### src/sv/aesc_pkg.sv
// Shared constants, codes and types of the auto-exposure step controller.
// No dependencies; every other file of the block refers to it by scoped names.
`default_nettype none
package aesc_pkg;

  localparam int PIX_W   = 32;
  localparam int SUM_W   = 40;
  localparam int TGT_W   = 8;
  localparam int LIM_W   = 16;
  localparam int EXPO_W  = 16;
  localparam int GAIN_W  = 16;
  localparam int DGAIN_W = 8;
  localparam int FAC_W   = 6;
  localparam int PROD_W  = PIX_W + TGT_W;     // pixel count times luma goal
  localparam int NUM_W   = PROD_W + 5;        // scaled by 16, plus half the sum
  localparam int MUL_W   = LIM_W + FAC_W;     // control * factor
  localparam int CFG_IDX_W = 2;
  localparam int CFG_DAT_W = 16;

  localparam int QUEUE_DEPTH = 2;
  localparam int QPTR_W      = $clog2(QUEUE_DEPTH);
  localparam int QCNT_W      = $clog2(QUEUE_DEPTH + 1);

  // one restoring step for each quotient bit, the top one only detects saturation
  localparam int DIV_STEPS = FAC_W;
  localparam int DCNT_W    = $clog2(DIV_STEPS);

  localparam logic [FAC_W-1:0]   FACTOR_MAX     = 6'd32;
  localparam logic [FAC_W-1:0]   UP_THRESHOLD   = 6'd18;
  localparam logic [FAC_W-1:0]   DOWN_THRESHOLD = 6'd14;
  localparam logic [DGAIN_W-1:0] DGAIN_CAP      = 8'hff;
  localparam logic [GAIN_W-1:0]  GAIN_FLOOR     = 16'd16;
  localparam logic [EXPO_W-1:0]  EXPO_FLOOR     = 16'd1;

  localparam logic [TGT_W-1:0] TARGET_RESET     = 8'd128;
  localparam logic [LIM_W-1:0] EXPO_LIMIT_RESET = 16'hffff;
  localparam logic [LIM_W-1:0] GAIN_LIMIT_RESET = 16'hffff;

  localparam logic [CFG_IDX_W-1:0] CFG_TARGET_LUMA    = 2'd0;
  localparam logic [CFG_IDX_W-1:0] CFG_EXPOSURE_LIMIT = 2'd1;
  localparam logic [CFG_IDX_W-1:0] CFG_GAIN_LIMIT     = 2'd2;

  typedef struct packed {
    logic [NUM_W-1:0] num;
    logic [SUM_W-1:0] sum;
  } q_entry_t;

  typedef enum logic [1:0] {
    BK_IDLE,
    BK_DIV,
    BK_SCALE,
    BK_APPLY
  } back_state_t;

  typedef enum logic [1:0] {
    SEL_NONE,
    SEL_EXPO,
    SEL_GAIN,
    SEL_DGAIN
  } ctrl_sel_t;

endpackage
`default_nettype wire

### src/sv/aesc_if.sv
// Handshake channels of the auto-exposure step controller: frame statistics in,
// control update out. Depends on aesc_pkg for field widths.
`default_nettype none
interface aesc_stats_if;
  logic                            valid;
  logic                            ready;
  logic [aesc_pkg::PIX_W-1:0]      pixel_count;
  logic [aesc_pkg::SUM_W-1:0]      luma_total;

  modport source (output valid, output pixel_count, output luma_total, input ready);
  modport sink   (input valid, input pixel_count, input luma_total, output ready);
endinterface

interface aesc_result_if;
  logic                            valid;
  logic                            ready;
  logic [aesc_pkg::EXPO_W-1:0]     exposure;
  logic [aesc_pkg::GAIN_W-1:0]     sensor_gain;
  logic [aesc_pkg::DGAIN_W-1:0]    digital_gain;
  logic                            exposure_changed;
  logic                            gain_changed;
  logic                            dgain_changed;
  logic [aesc_pkg::FAC_W-1:0]      brightness_factor;

  modport source (output valid, output exposure, output sensor_gain, output digital_gain,
                  output exposure_changed, output gain_changed, output dgain_changed,
                  output brightness_factor, input ready);
  modport sink   (input valid, input exposure, input sensor_gain, input digital_gain,
                  input exposure_changed, input gain_changed, input dgain_changed,
                  input brightness_factor, output ready);
endinterface
`default_nettype wire

### src/sv/aesc_queue.sv
// Short queue between the front (statistics scaling) and the back (divide, update).
// Depends on aesc_pkg for the entry type and depth.
`default_nettype none
module aesc_queue (
  input  wire logic              clk,
  input  wire logic              rst,
  input  wire logic              push,
  input  wire aesc_pkg::q_entry_t push_data,
  output logic                   full,
  input  wire logic              pop,
  output aesc_pkg::q_entry_t     pop_data,
  output logic                   empty
);

  aesc_pkg::q_entry_t               mem [aesc_pkg::QUEUE_DEPTH];
  logic [aesc_pkg::QPTR_W-1:0]      wr_ptr;
  logic [aesc_pkg::QPTR_W-1:0]      rd_ptr;
  logic [aesc_pkg::QCNT_W-1:0]      count;

  assign full     = (count == aesc_pkg::QCNT_W'(aesc_pkg::QUEUE_DEPTH));
  assign empty    = (count == '0);
  assign pop_data = mem[rd_ptr];

  always_ff @(posedge clk) begin
    if (push && !full) begin
      mem[wr_ptr] <= push_data;
    end
  end

  always_ff @(posedge clk) begin
    if (rst) begin
      wr_ptr <= '0;
      rd_ptr <= '0;
      count  <= '0;
    end else begin
      if (push && !full) begin
        wr_ptr <= wr_ptr + 1'b1;
      end
      if (pop && !empty) begin
        rd_ptr <= rd_ptr + 1'b1;
      end
      case ({push && !full, pop && !empty})
        2'b10:   count <= count + 1'b1;
        2'b01:   count <= count - 1'b1;
        default: count <= count;
      endcase
    end
  end

endmodule
`default_nettype wire

### src/sv/aesc_front.sv
// Front of the controller: accept frame statistics, form the division numerator
// pixel_count*target*16 + luma_total/2 and push it with the sum. Uses aesc_pkg, aesc_if.
`default_nettype none
module aesc_front (
  input  wire logic                        clk,
  input  wire logic                        rst,
  input  wire logic [aesc_pkg::TGT_W-1:0]  luma_goal,
  aesc_stats_if.sink                       stats,
  output logic                             push,
  output aesc_pkg::q_entry_t               push_data,
  input  wire logic                        q_full
);

  logic                          stage_valid;
  logic [aesc_pkg::PIX_W-1:0]    stage_pix;
  logic [aesc_pkg::SUM_W-1:0]    stage_sum;
  logic [aesc_pkg::PROD_W-1:0]   prod;

  assign stats.ready = !stage_valid || !q_full;
  assign push        = stage_valid && !q_full;

  assign prod = aesc_pkg::PROD_W'(stage_pix) * aesc_pkg::PROD_W'(luma_goal);
  assign push_data.num = {1'b0, prod, 4'b0000} + aesc_pkg::NUM_W'(stage_sum >> 1);
  assign push_data.sum = stage_sum;

  always_ff @(posedge clk) begin
    if (rst) begin
      stage_valid <= 1'b0;
    end else if (stats.valid && stats.ready) begin
      stage_valid <= 1'b1;
    end else if (push) begin
      stage_valid <= 1'b0;
    end
  end

  always_ff @(posedge clk) begin
    if (stats.valid && stats.ready) begin
      stage_pix <= stats.pixel_count;
      stage_sum <= stats.luma_total;
    end
  end

endmodule
`default_nettype wire

### src/sv/aesc_back.sv
// Back of the controller: restoring divide for the brightness factor, one control
// step in priority order, and the result register. Uses aesc_pkg, aesc_if.
`default_nettype none
module aesc_back (
  input  wire logic                        clk,
  input  wire logic                        rst,
  input  wire logic [aesc_pkg::LIM_W-1:0]  exposure_limit,
  input  wire logic [aesc_pkg::LIM_W-1:0]  gain_limit,
  output logic                             pop,
  input  wire aesc_pkg::q_entry_t          pop_data,
  input  wire logic                        q_empty,
  aesc_result_if.source                    result
);

  aesc_pkg::back_state_t             state;
  aesc_pkg::back_state_t             state_next;
  logic                              load;

  logic [aesc_pkg::NUM_W-1:0]        rem;
  logic [aesc_pkg::NUM_W-1:0]        den;
  logic [aesc_pkg::DCNT_W-1:0]       cnt;
  logic [aesc_pkg::FAC_W-1:0]        quot;
  logic                              ge;

  logic [aesc_pkg::EXPO_W-1:0]       cur_expo;
  logic [aesc_pkg::GAIN_W-1:0]       cur_sgain;
  logic [aesc_pkg::DGAIN_W-1:0]      cur_dgain;

  aesc_pkg::ctrl_sel_t               sel_comb;
  logic [aesc_pkg::LIM_W-1:0]        cur_comb;
  logic [aesc_pkg::LIM_W-1:0]        bound_comb;
  logic                              up_comb;

  aesc_pkg::ctrl_sel_t               sel;
  logic                              up;
  logic [aesc_pkg::LIM_W-1:0]        cur;
  logic [aesc_pkg::LIM_W-1:0]        bound;
  logic [aesc_pkg::MUL_W-1:0]        prod;

  logic [aesc_pkg::MUL_W-5:0]        scaled;
  logic [aesc_pkg::MUL_W-5:0]        diff;
  logic [aesc_pkg::MUL_W-5:0]        step;
  logic [aesc_pkg::MUL_W-5:0]        raised;
  logic [aesc_pkg::LIM_W-1:0]        new_val;
  logic [aesc_pkg::EXPO_W-1:0]       ne;
  logic [aesc_pkg::GAIN_W-1:0]       ng;
  logic [aesc_pkg::DGAIN_W-1:0]      nd;

  assign ge = (rem >= den);

  // state register
  always_ff @(posedge clk) begin
    if (rst) begin
      state <= aesc_pkg::BK_IDLE;
    end else begin
      state <= state_next;
    end
  end

  always_comb begin
    state_next = state;
    pop        = 1'b0;
    load       = 1'b0;
    case (state)
      aesc_pkg::BK_IDLE: begin
        if (!q_empty) begin
          pop = 1'b1;
          state_next = (pop_data.sum == '0) ? aesc_pkg::BK_SCALE : aesc_pkg::BK_DIV;
        end
      end
      aesc_pkg::BK_DIV: begin
        // the top step only tells whether the quotient saturates
        if ((cnt == aesc_pkg::DCNT_W'(aesc_pkg::DIV_STEPS - 1) && ge) || cnt == '0) begin
          state_next = aesc_pkg::BK_SCALE;
        end
      end
      aesc_pkg::BK_SCALE: begin
        state_next = aesc_pkg::BK_APPLY;
      end
      aesc_pkg::BK_APPLY: begin
        if (!result.valid || result.ready) begin
          load       = 1'b1;
          state_next = aesc_pkg::BK_IDLE;
        end
      end
      default: begin
        state_next = aesc_pkg::BK_IDLE;
      end
    endcase
  end

  // divider
  always_ff @(posedge clk) begin
    if (state == aesc_pkg::BK_IDLE && pop) begin
      rem  <= pop_data.num;
      den  <= {pop_data.sum, 5'b00000};
      cnt  <= aesc_pkg::DCNT_W'(aesc_pkg::DIV_STEPS - 1);
      quot <= (pop_data.sum == '0) ? aesc_pkg::FACTOR_MAX : '0;
    end else if (state == aesc_pkg::BK_DIV) begin
      if (cnt == aesc_pkg::DCNT_W'(aesc_pkg::DIV_STEPS - 1) && ge) begin
        quot <= aesc_pkg::FACTOR_MAX;
      end else begin
        quot <= {quot[aesc_pkg::FAC_W-2:0], ge};
        if (ge) begin
          rem <= rem - den;
        end
      end
      den <= den >> 1;
      cnt <= cnt - 1'b1;
    end
  end

  // pick the one control to move, in priority order
  always_comb begin
    up_comb    = (quot > aesc_pkg::UP_THRESHOLD);
    sel_comb   = aesc_pkg::SEL_NONE;
    cur_comb   = '0;
    bound_comb = '0;
    if (up_comb) begin
      if (cur_expo < exposure_limit) begin
        sel_comb = aesc_pkg::SEL_EXPO;
      end else if (cur_sgain < gain_limit) begin
        sel_comb = aesc_pkg::SEL_GAIN;
      end else if (cur_dgain < aesc_pkg::DGAIN_CAP) begin
        sel_comb = aesc_pkg::SEL_DGAIN;
      end
    end else if (quot < aesc_pkg::DOWN_THRESHOLD) begin
      if (cur_dgain > aesc_pkg::DGAIN_W'(aesc_pkg::GAIN_FLOOR)) begin
        sel_comb = aesc_pkg::SEL_DGAIN;
      end else if (cur_sgain > aesc_pkg::GAIN_FLOOR) begin
        sel_comb = aesc_pkg::SEL_GAIN;
      end else if (cur_expo > aesc_pkg::EXPO_FLOOR) begin
        sel_comb = aesc_pkg::SEL_EXPO;
      end
    end
    case (sel_comb)
      aesc_pkg::SEL_EXPO: begin
        cur_comb   = cur_expo;
        bound_comb = up_comb ? exposure_limit : aesc_pkg::EXPO_FLOOR;
      end
      aesc_pkg::SEL_GAIN: begin
        cur_comb   = cur_sgain;
        bound_comb = up_comb ? gain_limit : aesc_pkg::GAIN_FLOOR;
      end
      aesc_pkg::SEL_DGAIN: begin
        cur_comb   = aesc_pkg::LIM_W'(cur_dgain);
        bound_comb = up_comb ? aesc_pkg::LIM_W'(aesc_pkg::DGAIN_CAP) : aesc_pkg::GAIN_FLOOR;
      end
      default: begin
        cur_comb   = '0;
        bound_comb = '0;
      end
    endcase
  end

  always_ff @(posedge clk) begin
    if (state == aesc_pkg::BK_SCALE) begin
      sel   <= sel_comb;
      up    <= up_comb;
      cur   <= cur_comb;
      bound <= bound_comb;
      prod  <= aesc_pkg::MUL_W'(cur_comb) * aesc_pkg::MUL_W'(quot);
    end
  end

  // half the scaled difference, at least one, clamped to the bound
  always_comb begin
    scaled = prod[aesc_pkg::MUL_W-1:4];
    if (up) begin
      diff = scaled - (aesc_pkg::MUL_W-4)'(cur);
    end else begin
      diff = (aesc_pkg::MUL_W-4)'(cur) - scaled;
    end
    step = diff >> 1;
    if (step == '0) begin
      step = (aesc_pkg::MUL_W-4)'(1);
    end
    raised = (aesc_pkg::MUL_W-4)'(cur) + step;
    if (up) begin
      new_val = (raised > (aesc_pkg::MUL_W-4)'(bound)) ? bound : raised[aesc_pkg::LIM_W-1:0];
    end else begin
      new_val = ((aesc_pkg::MUL_W-4)'(cur) < (aesc_pkg::MUL_W-4)'(bound) + step) ?
                bound : cur - step[aesc_pkg::LIM_W-1:0];
    end
    ne = cur_expo;
    ng = cur_sgain;
    nd = cur_dgain;
    case (sel)
      aesc_pkg::SEL_EXPO:  ne = new_val;
      aesc_pkg::SEL_GAIN:  ng = new_val;
      aesc_pkg::SEL_DGAIN: nd = new_val[aesc_pkg::DGAIN_W-1:0];
      default:             ne = cur_expo;
    endcase
  end

  always_ff @(posedge clk) begin
    if (rst) begin
      cur_expo     <= aesc_pkg::EXPO_FLOOR;
      cur_sgain    <= aesc_pkg::GAIN_FLOOR;
      cur_dgain    <= aesc_pkg::DGAIN_W'(aesc_pkg::GAIN_FLOOR);
      result.valid <= 1'b0;
    end else begin
      if (load) begin
        cur_expo     <= ne;
        cur_sgain    <= ng;
        cur_dgain    <= nd;
        result.valid <= 1'b1;
      end else if (result.ready) begin
        result.valid <= 1'b0;
      end
    end
  end

  always_ff @(posedge clk) begin
    if (load) begin
      result.exposure          <= ne;
      result.sensor_gain       <= ng;
      result.digital_gain      <= nd;
      result.exposure_changed  <= (ne != cur_expo);
      result.gain_changed      <= (ng != cur_sgain);
      result.dgain_changed     <= (nd != cur_dgain);
      result.brightness_factor <= quot;
    end
  end

`ifndef SYNTHESIS
  a_factor_range: assert property (@(posedge clk) disable iff (rst)
    result.valid |-> result.brightness_factor <= aesc_pkg::FACTOR_MAX)
    else $error("brightness factor above saturation");

  a_one_control: assert property (@(posedge clk) disable iff (rst)
    result.valid |-> $countones({result.exposure_changed, result.gain_changed,
                                 result.dgain_changed}) <= 1)
    else $error("more than one control moved in one frame");

  a_state_match: assert property (@(posedge clk) disable iff (rst)
    result.valid |-> (result.exposure == cur_expo && result.sensor_gain == cur_sgain &&
                      result.digital_gain == cur_dgain))
    else $error("pending result differs from the held control values");

  a_floors: assert property (@(posedge clk) disable iff (rst)
    result.valid |-> (result.exposure >= aesc_pkg::EXPO_FLOOR &&
                      result.sensor_gain >= aesc_pkg::GAIN_FLOOR &&
                      result.digital_gain >= aesc_pkg::DGAIN_W'(aesc_pkg::GAIN_FLOOR)))
    else $error("control below its floor");
`endif

endmodule
`default_nettype wire

### src/sv/auto_exposure_step_controller_unit.sv
// Top level of the auto-exposure step controller: configuration registers,
// front, queue and back. Uses aesc_pkg, aesc_if, aesc_front, aesc_queue, aesc_back.
`default_nettype none
// Takes one frame's statistics (pixel count, luma sum) per request and returns one
// control update: new exposure, sensor gain and digital gain, a change flag for each,
// and the Q4 brightness factor. The front registers a request and forms the numerator
// from the registered values, handing it through a two-entry queue; the back takes one
// request at a time: it pops it, runs six steps of the restoring divider for the
// factor, multiplies the chosen control by the factor and then clamps and registers
// the result. The divider stops after its first step when the factor saturates there
// and is skipped when the luma sum is zero, and a result not yet taken holds the
// back. The result stays in its output register until taken; the back does not
// load a new one before then.
// Write the luma goal, exposure_limit and gain_limit only while no request is in flight.
module auto_exposure_step_controller_unit (
  input  wire logic                            clk,
  input  wire logic                            rst,
  input  wire logic                            cfg_we,
  input  wire logic [aesc_pkg::CFG_IDX_W-1:0]  cfg_index,
  input  wire logic [aesc_pkg::CFG_DAT_W-1:0]  cfg_data,
  aesc_stats_if.sink                           stats,
  aesc_result_if.source                        result
);

  logic [aesc_pkg::TGT_W-1:0]   luma_goal;
  logic [aesc_pkg::LIM_W-1:0]   exposure_limit;
  logic [aesc_pkg::LIM_W-1:0]   gain_limit;

  logic                         push;
  aesc_pkg::q_entry_t           push_data;
  logic                         q_full;
  logic                         pop;
  aesc_pkg::q_entry_t           pop_data;
  logic                         q_empty;

  always_ff @(posedge clk) begin
    if (rst) begin
      luma_goal      <= aesc_pkg::TARGET_RESET;
      exposure_limit <= aesc_pkg::EXPO_LIMIT_RESET;
      gain_limit     <= aesc_pkg::GAIN_LIMIT_RESET;
    end else if (cfg_we) begin
      case (cfg_index)
        aesc_pkg::CFG_TARGET_LUMA:    luma_goal      <= cfg_data[aesc_pkg::TGT_W-1:0];
        aesc_pkg::CFG_EXPOSURE_LIMIT: exposure_limit <= cfg_data[aesc_pkg::LIM_W-1:0];
        aesc_pkg::CFG_GAIN_LIMIT:     gain_limit     <= cfg_data[aesc_pkg::LIM_W-1:0];
        default:                      luma_goal      <= luma_goal;
      endcase
    end
  end

  aesc_front u_front (
    .clk         (clk),
    .rst         (rst),
    .luma_goal   (luma_goal),
    .stats       (stats),
    .push        (push),
    .push_data   (push_data),
    .q_full      (q_full)
  );

  aesc_queue u_queue (
    .clk       (clk),
    .rst       (rst),
    .push      (push),
    .push_data (push_data),
    .full      (q_full),
    .pop       (pop),
    .pop_data  (pop_data),
    .empty     (q_empty)
  );

  aesc_back u_back (
    .clk            (clk),
    .rst            (rst),
    .exposure_limit (exposure_limit),
    .gain_limit     (gain_limit),
    .pop            (pop),
    .pop_data       (pop_data),
    .q_empty        (q_empty),
    .result         (result)
  );

endmodule
`default_nettype wire

### src/flat_wrapper.sv
// flat-port wrapper written by rule: the top's interface ports become plain ports
module auto_exposure_step_controller_unit_flat 
  (clk, rst, cfg_we, cfg_index, cfg_data, stats_valid, stats_pixel_count, stats_luma_total, stats_ready, result_valid, result_exposure, result_sensor_gain, result_digital_gain, result_exposure_changed, result_gain_changed, result_dgain_changed, result_brightness_factor, result_ready);
  aesc_stats_if stats_i ();
  aesc_result_if result_i ();
  input  wire logic clk;
  input  wire logic rst;
  input  wire logic cfg_we;
  input  wire logic [aesc_pkg::CFG_IDX_W-1:0] cfg_index;
  input  wire logic [aesc_pkg::CFG_DAT_W-1:0] cfg_data;
  input wire logic [$bits(stats_i.valid)-1:0] stats_valid;
  input wire logic [$bits(stats_i.pixel_count)-1:0] stats_pixel_count;
  input wire logic [$bits(stats_i.luma_total)-1:0] stats_luma_total;
  output wire logic [$bits(stats_i.ready)-1:0] stats_ready;
  output wire logic [$bits(result_i.valid)-1:0] result_valid;
  output wire logic [$bits(result_i.exposure)-1:0] result_exposure;
  output wire logic [$bits(result_i.sensor_gain)-1:0] result_sensor_gain;
  output wire logic [$bits(result_i.digital_gain)-1:0] result_digital_gain;
  output wire logic [$bits(result_i.exposure_changed)-1:0] result_exposure_changed;
  output wire logic [$bits(result_i.gain_changed)-1:0] result_gain_changed;
  output wire logic [$bits(result_i.dgain_changed)-1:0] result_dgain_changed;
  output wire logic [$bits(result_i.brightness_factor)-1:0] result_brightness_factor;
  input wire logic [$bits(result_i.ready)-1:0] result_ready;
  assign stats_i.valid = stats_valid;
  assign stats_i.pixel_count = stats_pixel_count;
  assign stats_i.luma_total = stats_luma_total;
  assign stats_ready = stats_i.ready;
  assign result_valid = result_i.valid;
  assign result_exposure = result_i.exposure;
  assign result_sensor_gain = result_i.sensor_gain;
  assign result_digital_gain = result_i.digital_gain;
  assign result_exposure_changed = result_i.exposure_changed;
  assign result_gain_changed = result_i.gain_changed;
  assign result_dgain_changed = result_i.dgain_changed;
  assign result_brightness_factor = result_i.brightness_factor;
  assign result_i.ready = result_ready;
  auto_exposure_step_controller_unit u_core (.clk(clk), .rst(rst), .cfg_we(cfg_we), .cfg_index(cfg_index), .cfg_data(cfg_data), .stats(stats_i), .result(result_i));
endmodule
### config.mk
export PLATFORM = sky130hd
export DESIGN_NAME = auto_exposure_step_controller_unit_flat
export DESIGN_NICKNAME = d
export VERILOG_FILES = /design/src/sv/aesc_pkg.sv /design/src/sv/aesc_if.sv /design/src/sv/aesc_queue.sv /design/src/sv/aesc_front.sv /design/src/sv/aesc_back.sv /design/src/sv/auto_exposure_step_controller_unit.sv /design/src/flat_wrapper.sv
export SDC_FILE = /design/constraint.sdc
export NUM_CORES = 2
export LEC_CHECK = 0
export ABC_AREA = 0
export BUFFER_PORTS_ARGS = -buffer_cell sky130_fd_sc_hd__buf_2
export CAP_MARGIN = 5
export CORE_MARGIN = 2
export CORE_UTILIZATION = 45
export DETAILED_ROUTE_END_ITERATION = 12
export PLACE_DENSITY = 0.6
export SYNTH_ARGS = -nofsm -noshare
export SYNTH_HDL_FRONTEND = slang
export SYNTH_HIERARCHICAL = 1
export SYNTH_SLANG_ARGS = --single-unit
### constraint.sdc
create_clock -name clk -period 16.26 [get_ports clk]
set_input_delay 2.439 -clock clk [delete_from_list [all_inputs] [get_ports clk]]
set_output_delay 2.439 -clock clk [all_outputs]
set_load 0.05 [all_outputs]
==> results.py <==
metrics = {
    "clock_network": {
        "htree_levels": 2,
        "clock_sinks": 532,
        "cts_root_buf": "clkbuf_16",
        "cts_resized": 0,
        "worstSkewPairLatency_ps": 670,
        "cts_tree": "built",
        "cts.clk_slew.worst_paths_ps": 70,
        "cts_hold_buf": 0,
        "cts_buffers": 60,
        "cts_setup_buffers": 0,
        "clk_path_buf_depth": 3,
    },
    "yosys": {
        "ys_seq_area_share_pct": 36.27,
        "synth_seq_cells": 532,
        "synth_cell_types": 98,
        "yosys_warnings": 6,
        "synth_edf_count": 435,
        "async_reset_ff_share_pct": 0,
        "synth_area_per_cell_sq_um": 9.961,
        "syn_area_sq_um": 41370,
        "syn-num-nets": 4812,
        "ys.flop_type": "edfxtp_1",
        "yosys-top-cells-area": "edfxtp_1 (32%), fa_1 (12%), ha_1 (9.7%), dfxtp_1 (4.7%), inv_1 (3.8%)",
        "synth_top_area_share_pct": 31.58,
        "synth_commonest_cells": "edfxtp_1 (435), inv_1 (417), nand2_1 (398), ha_1 (320), nor2_1 (262)",
        "syn_inst": 4153,
        "yosysTopAreaCell": "edfxtp_1",
        "synth_most_common_cell": "edfxtp_1",
    },
    "timing": {
        "min_period_over_period_pct": 64.99,
        "setup_tns_ps": 0,
        "slew_violations": 0,
        "hold_viol": 0,
        "fmax_mhz": 94.63,
        "rsz0062_at_grt": "false",
        "whs_ps": 457.1,
        "finalSetupViolations": 0,
        "relSlewSlack_pct": 22.64,
        "worst_pin_slew_ps": 1157,
        "fin_skew_ps": 62.09,
        "period_needed_ps": 10570,
    },
    "global_routing": {
        "grt-ovfl-total": 0,
        "antenna_found_initial": 8,
        "grt_pass1_vias": 30160,
        "grt_pass1_wl_microns": 175500,
        "grt_usage_pct": 23.78,
        "grt_max_degree": 88,
    },
    "layout": {
        "fin_nets": 4900,
        "layout-drive-gt1-share_pct": 9.904,
        "fin_util_pct": 49.45,
        "syn_to_final_growth_pct": 9.246,
        "instances_no_fill": 5478,
    },
    "power_and_ir_drop": {
        "p_comb_share_pct": 63.3,
        "power.density_nw_per_um2": 214.7,
        "swShare_pct": 47.52,
        "ir_drop_mv": 0.1395,
        "p_leak_nw": 19.52,
        "clkPwrFrac_pct": 14.3,
        "seq_power_share_pct": 22.5,
        "p_sw_w": 0.004610,
        "intPower_w": 0.005092,
    },
    "placement": {
        "post-dp-hpwl_microns": 85450,
        "place.gp.congestion": 0.9366,
        "portBuffers": 145,
        "placed_cells": 5365,
    },
    "floorplanning": {
        "dieHeight_microns": 307.2,
        "die_area_sq_um": 94370,
        "initial_core_util_pct": 45.27,
        "rows": 111,
        "boundaryPins": 146,
        "coreArea_sq_um": 91390,
        "die_w_microns": 307.2,
    },
    "worst_setup_path": {
        "ff2ff_path_depth": 36,
        "crit_fanout": 17,
        "path_class": "reg2reg",
        "cp.required_ps": 16630,
        "slowest_stage": "a211oi_2",
        "start_kind": "register",
        "arrival_ps": 10940,
        "cp-end-kind": "register",
        "max_stage_delay_ps": 730,
    },
    "routing": {
        "wl_microns": 112600,
        "first_pass_iters": 6,
        "avgRoutedWirePerCell_microns": 20.56,
        "drt-vias-per-instance": 5.597,
        "first_iter_violations": 2405,
        "drc": 0,
        "ant_nets": 0,
        "num_vias": 30660,
    },
    "min_path": {
        "whs_path_depth": 0,
        "min_path_type": "reg2reg",
    },
    "job": {
        "maxCapViolations": 0,
    },
    "outcome": {
        "outcome": "finished, final reports clean",
    },
}
## worst max-delay path: cells and delay by family (launching register included)
family                     cells  cell delay (ps)
AOI/OAI and AO/OA             17             4540
xor gates and xnor gates       3              660
adders and majority gates      4             1300
buffers and inverters          1              140
DFF                            1              610
muxes                          1              440
and+or+nand+nor               10             2560
## through the flow
stage	cell area (sq um)	total power, W	setup slack, ps
5_1_grt	45190	0.01049	5015
3_5_place_dp	43180	0.008235	5907
3_3_place_gp	43180	0.008209	6112
6_report	45190	0.009701	5692
4_1_cts	45190	0.009676	5807
2_1_floorplan	41370	0.006630	7600
## final timing paths
path	start	endpoint	slack (ps)
min	u_core/u_front/stage_sum[0]	u_core/u_queue/mem[1][0]	460
max	u_core/u_back/cur[1]	u_core/u_back/result.gain_changed	5690
max reg2reg	u_core/u_back/cur[1]	u_core/u_back/result.gain_changed	5690
min reg2reg	u_core/u_front/stage_sum[0]	u_core/u_queue/mem[1][0]	460
## logic make-up (layout without fill, tap and decap cells)
kind of cell | Yosys count | after routing | synth area share (%)
flip-flops | 532 | 532 | 36.27
other | 0 | 1 | 0
AND/OR/NAND/NOR | 1238 | 1238 | 14.64
AO/OA/AOI/OAI | 890 | 890 | 13.83
multiplexers | 154 | 154 | 4.005
buffers and inverters | 579 | 717 | 5.620
adder cells (fa/ha/maj) | 564 | 564 | 21.49
XOR/XNOR | 196 | 196 | 4.150
## metal layers
metal / part of all wire (%) / global-route usage (%) / routed length, microns
met5: 0.061 / 0 / 69
met4: 3.1 / 7.317 / 3504
met3: 5.2 / 3.090 / 5873
met2: 47 / 39.21 / 52940
met1: 45 / 32.66 / 50240
## state kept, by name (all words and copies together), names as in the netlist, 8 cells and up, named ones only
register,count
u_core/exposure_limit,16
u_core/gain_limit,16
u_core/luma_goal,8
u_core/u_back/bound,16
u_core/u_back/cur,16
u_core/u_back/cur_dgain,8
u_core/u_back/cur_expo,16
u_core/u_back/cur_sgain,16
u_core/u_back/den,45
u_core/u_back/prod,18
u_core/u_back/rem,45
u_core/u_back/result.digital_gain,8
u_core/u_back/result.exposure,16
u_core/u_back/result.sensor_gain,16
u_core/u_front/stage_pix,32
u_core/u_front/stage_sum,40
u_core/u_queue/mem,170
## area by class of cell
type / count / area [sq um]
Tap cell: 1186 / 1484
Sequential cell: 532 / 15010
Antenna cell: 1 / 2.502
Clock inverter: 35 / 371.6
Timing Repair Buffer: 185 / 1028
Fill cell: 8430 / 46190
Inverter: 420 / 1583
Clock buffer: 77 / 1638
Multi-Input combinational cell: 3042 / 24080
## placed cells by master (no fill, tap or decap), types with 95 or more instances in the layout
cell type and instances:
nor2_1 262, ha_1 319, a21o_1 95, nand2_1 397, a21oi_1 244, dfxtp_1 96, edfxtp_1 435, inv_1 414
buf_2 144, fa_1 244, o21ai_0 195, and2_1 244, xnor2_1 112
## power groups by stage
stage / logic (W) / clock network [W] / registers, W
6_report: 0.00614 / 0.00138 / 0.00218
5_1_grt: 0.00682 / 0.00147 / 0.00220
4_1_cts: 0.00608 / 0.00142 / 0.00218
3_5_place_dp: 0.00603 / 0 / 0.00221
3_3_place_gp: 0.00601 / 0 / 0.00220
2_1_floorplan: 0.00448 / 0 / 0.00215
(Power assumes the default switching activity.)
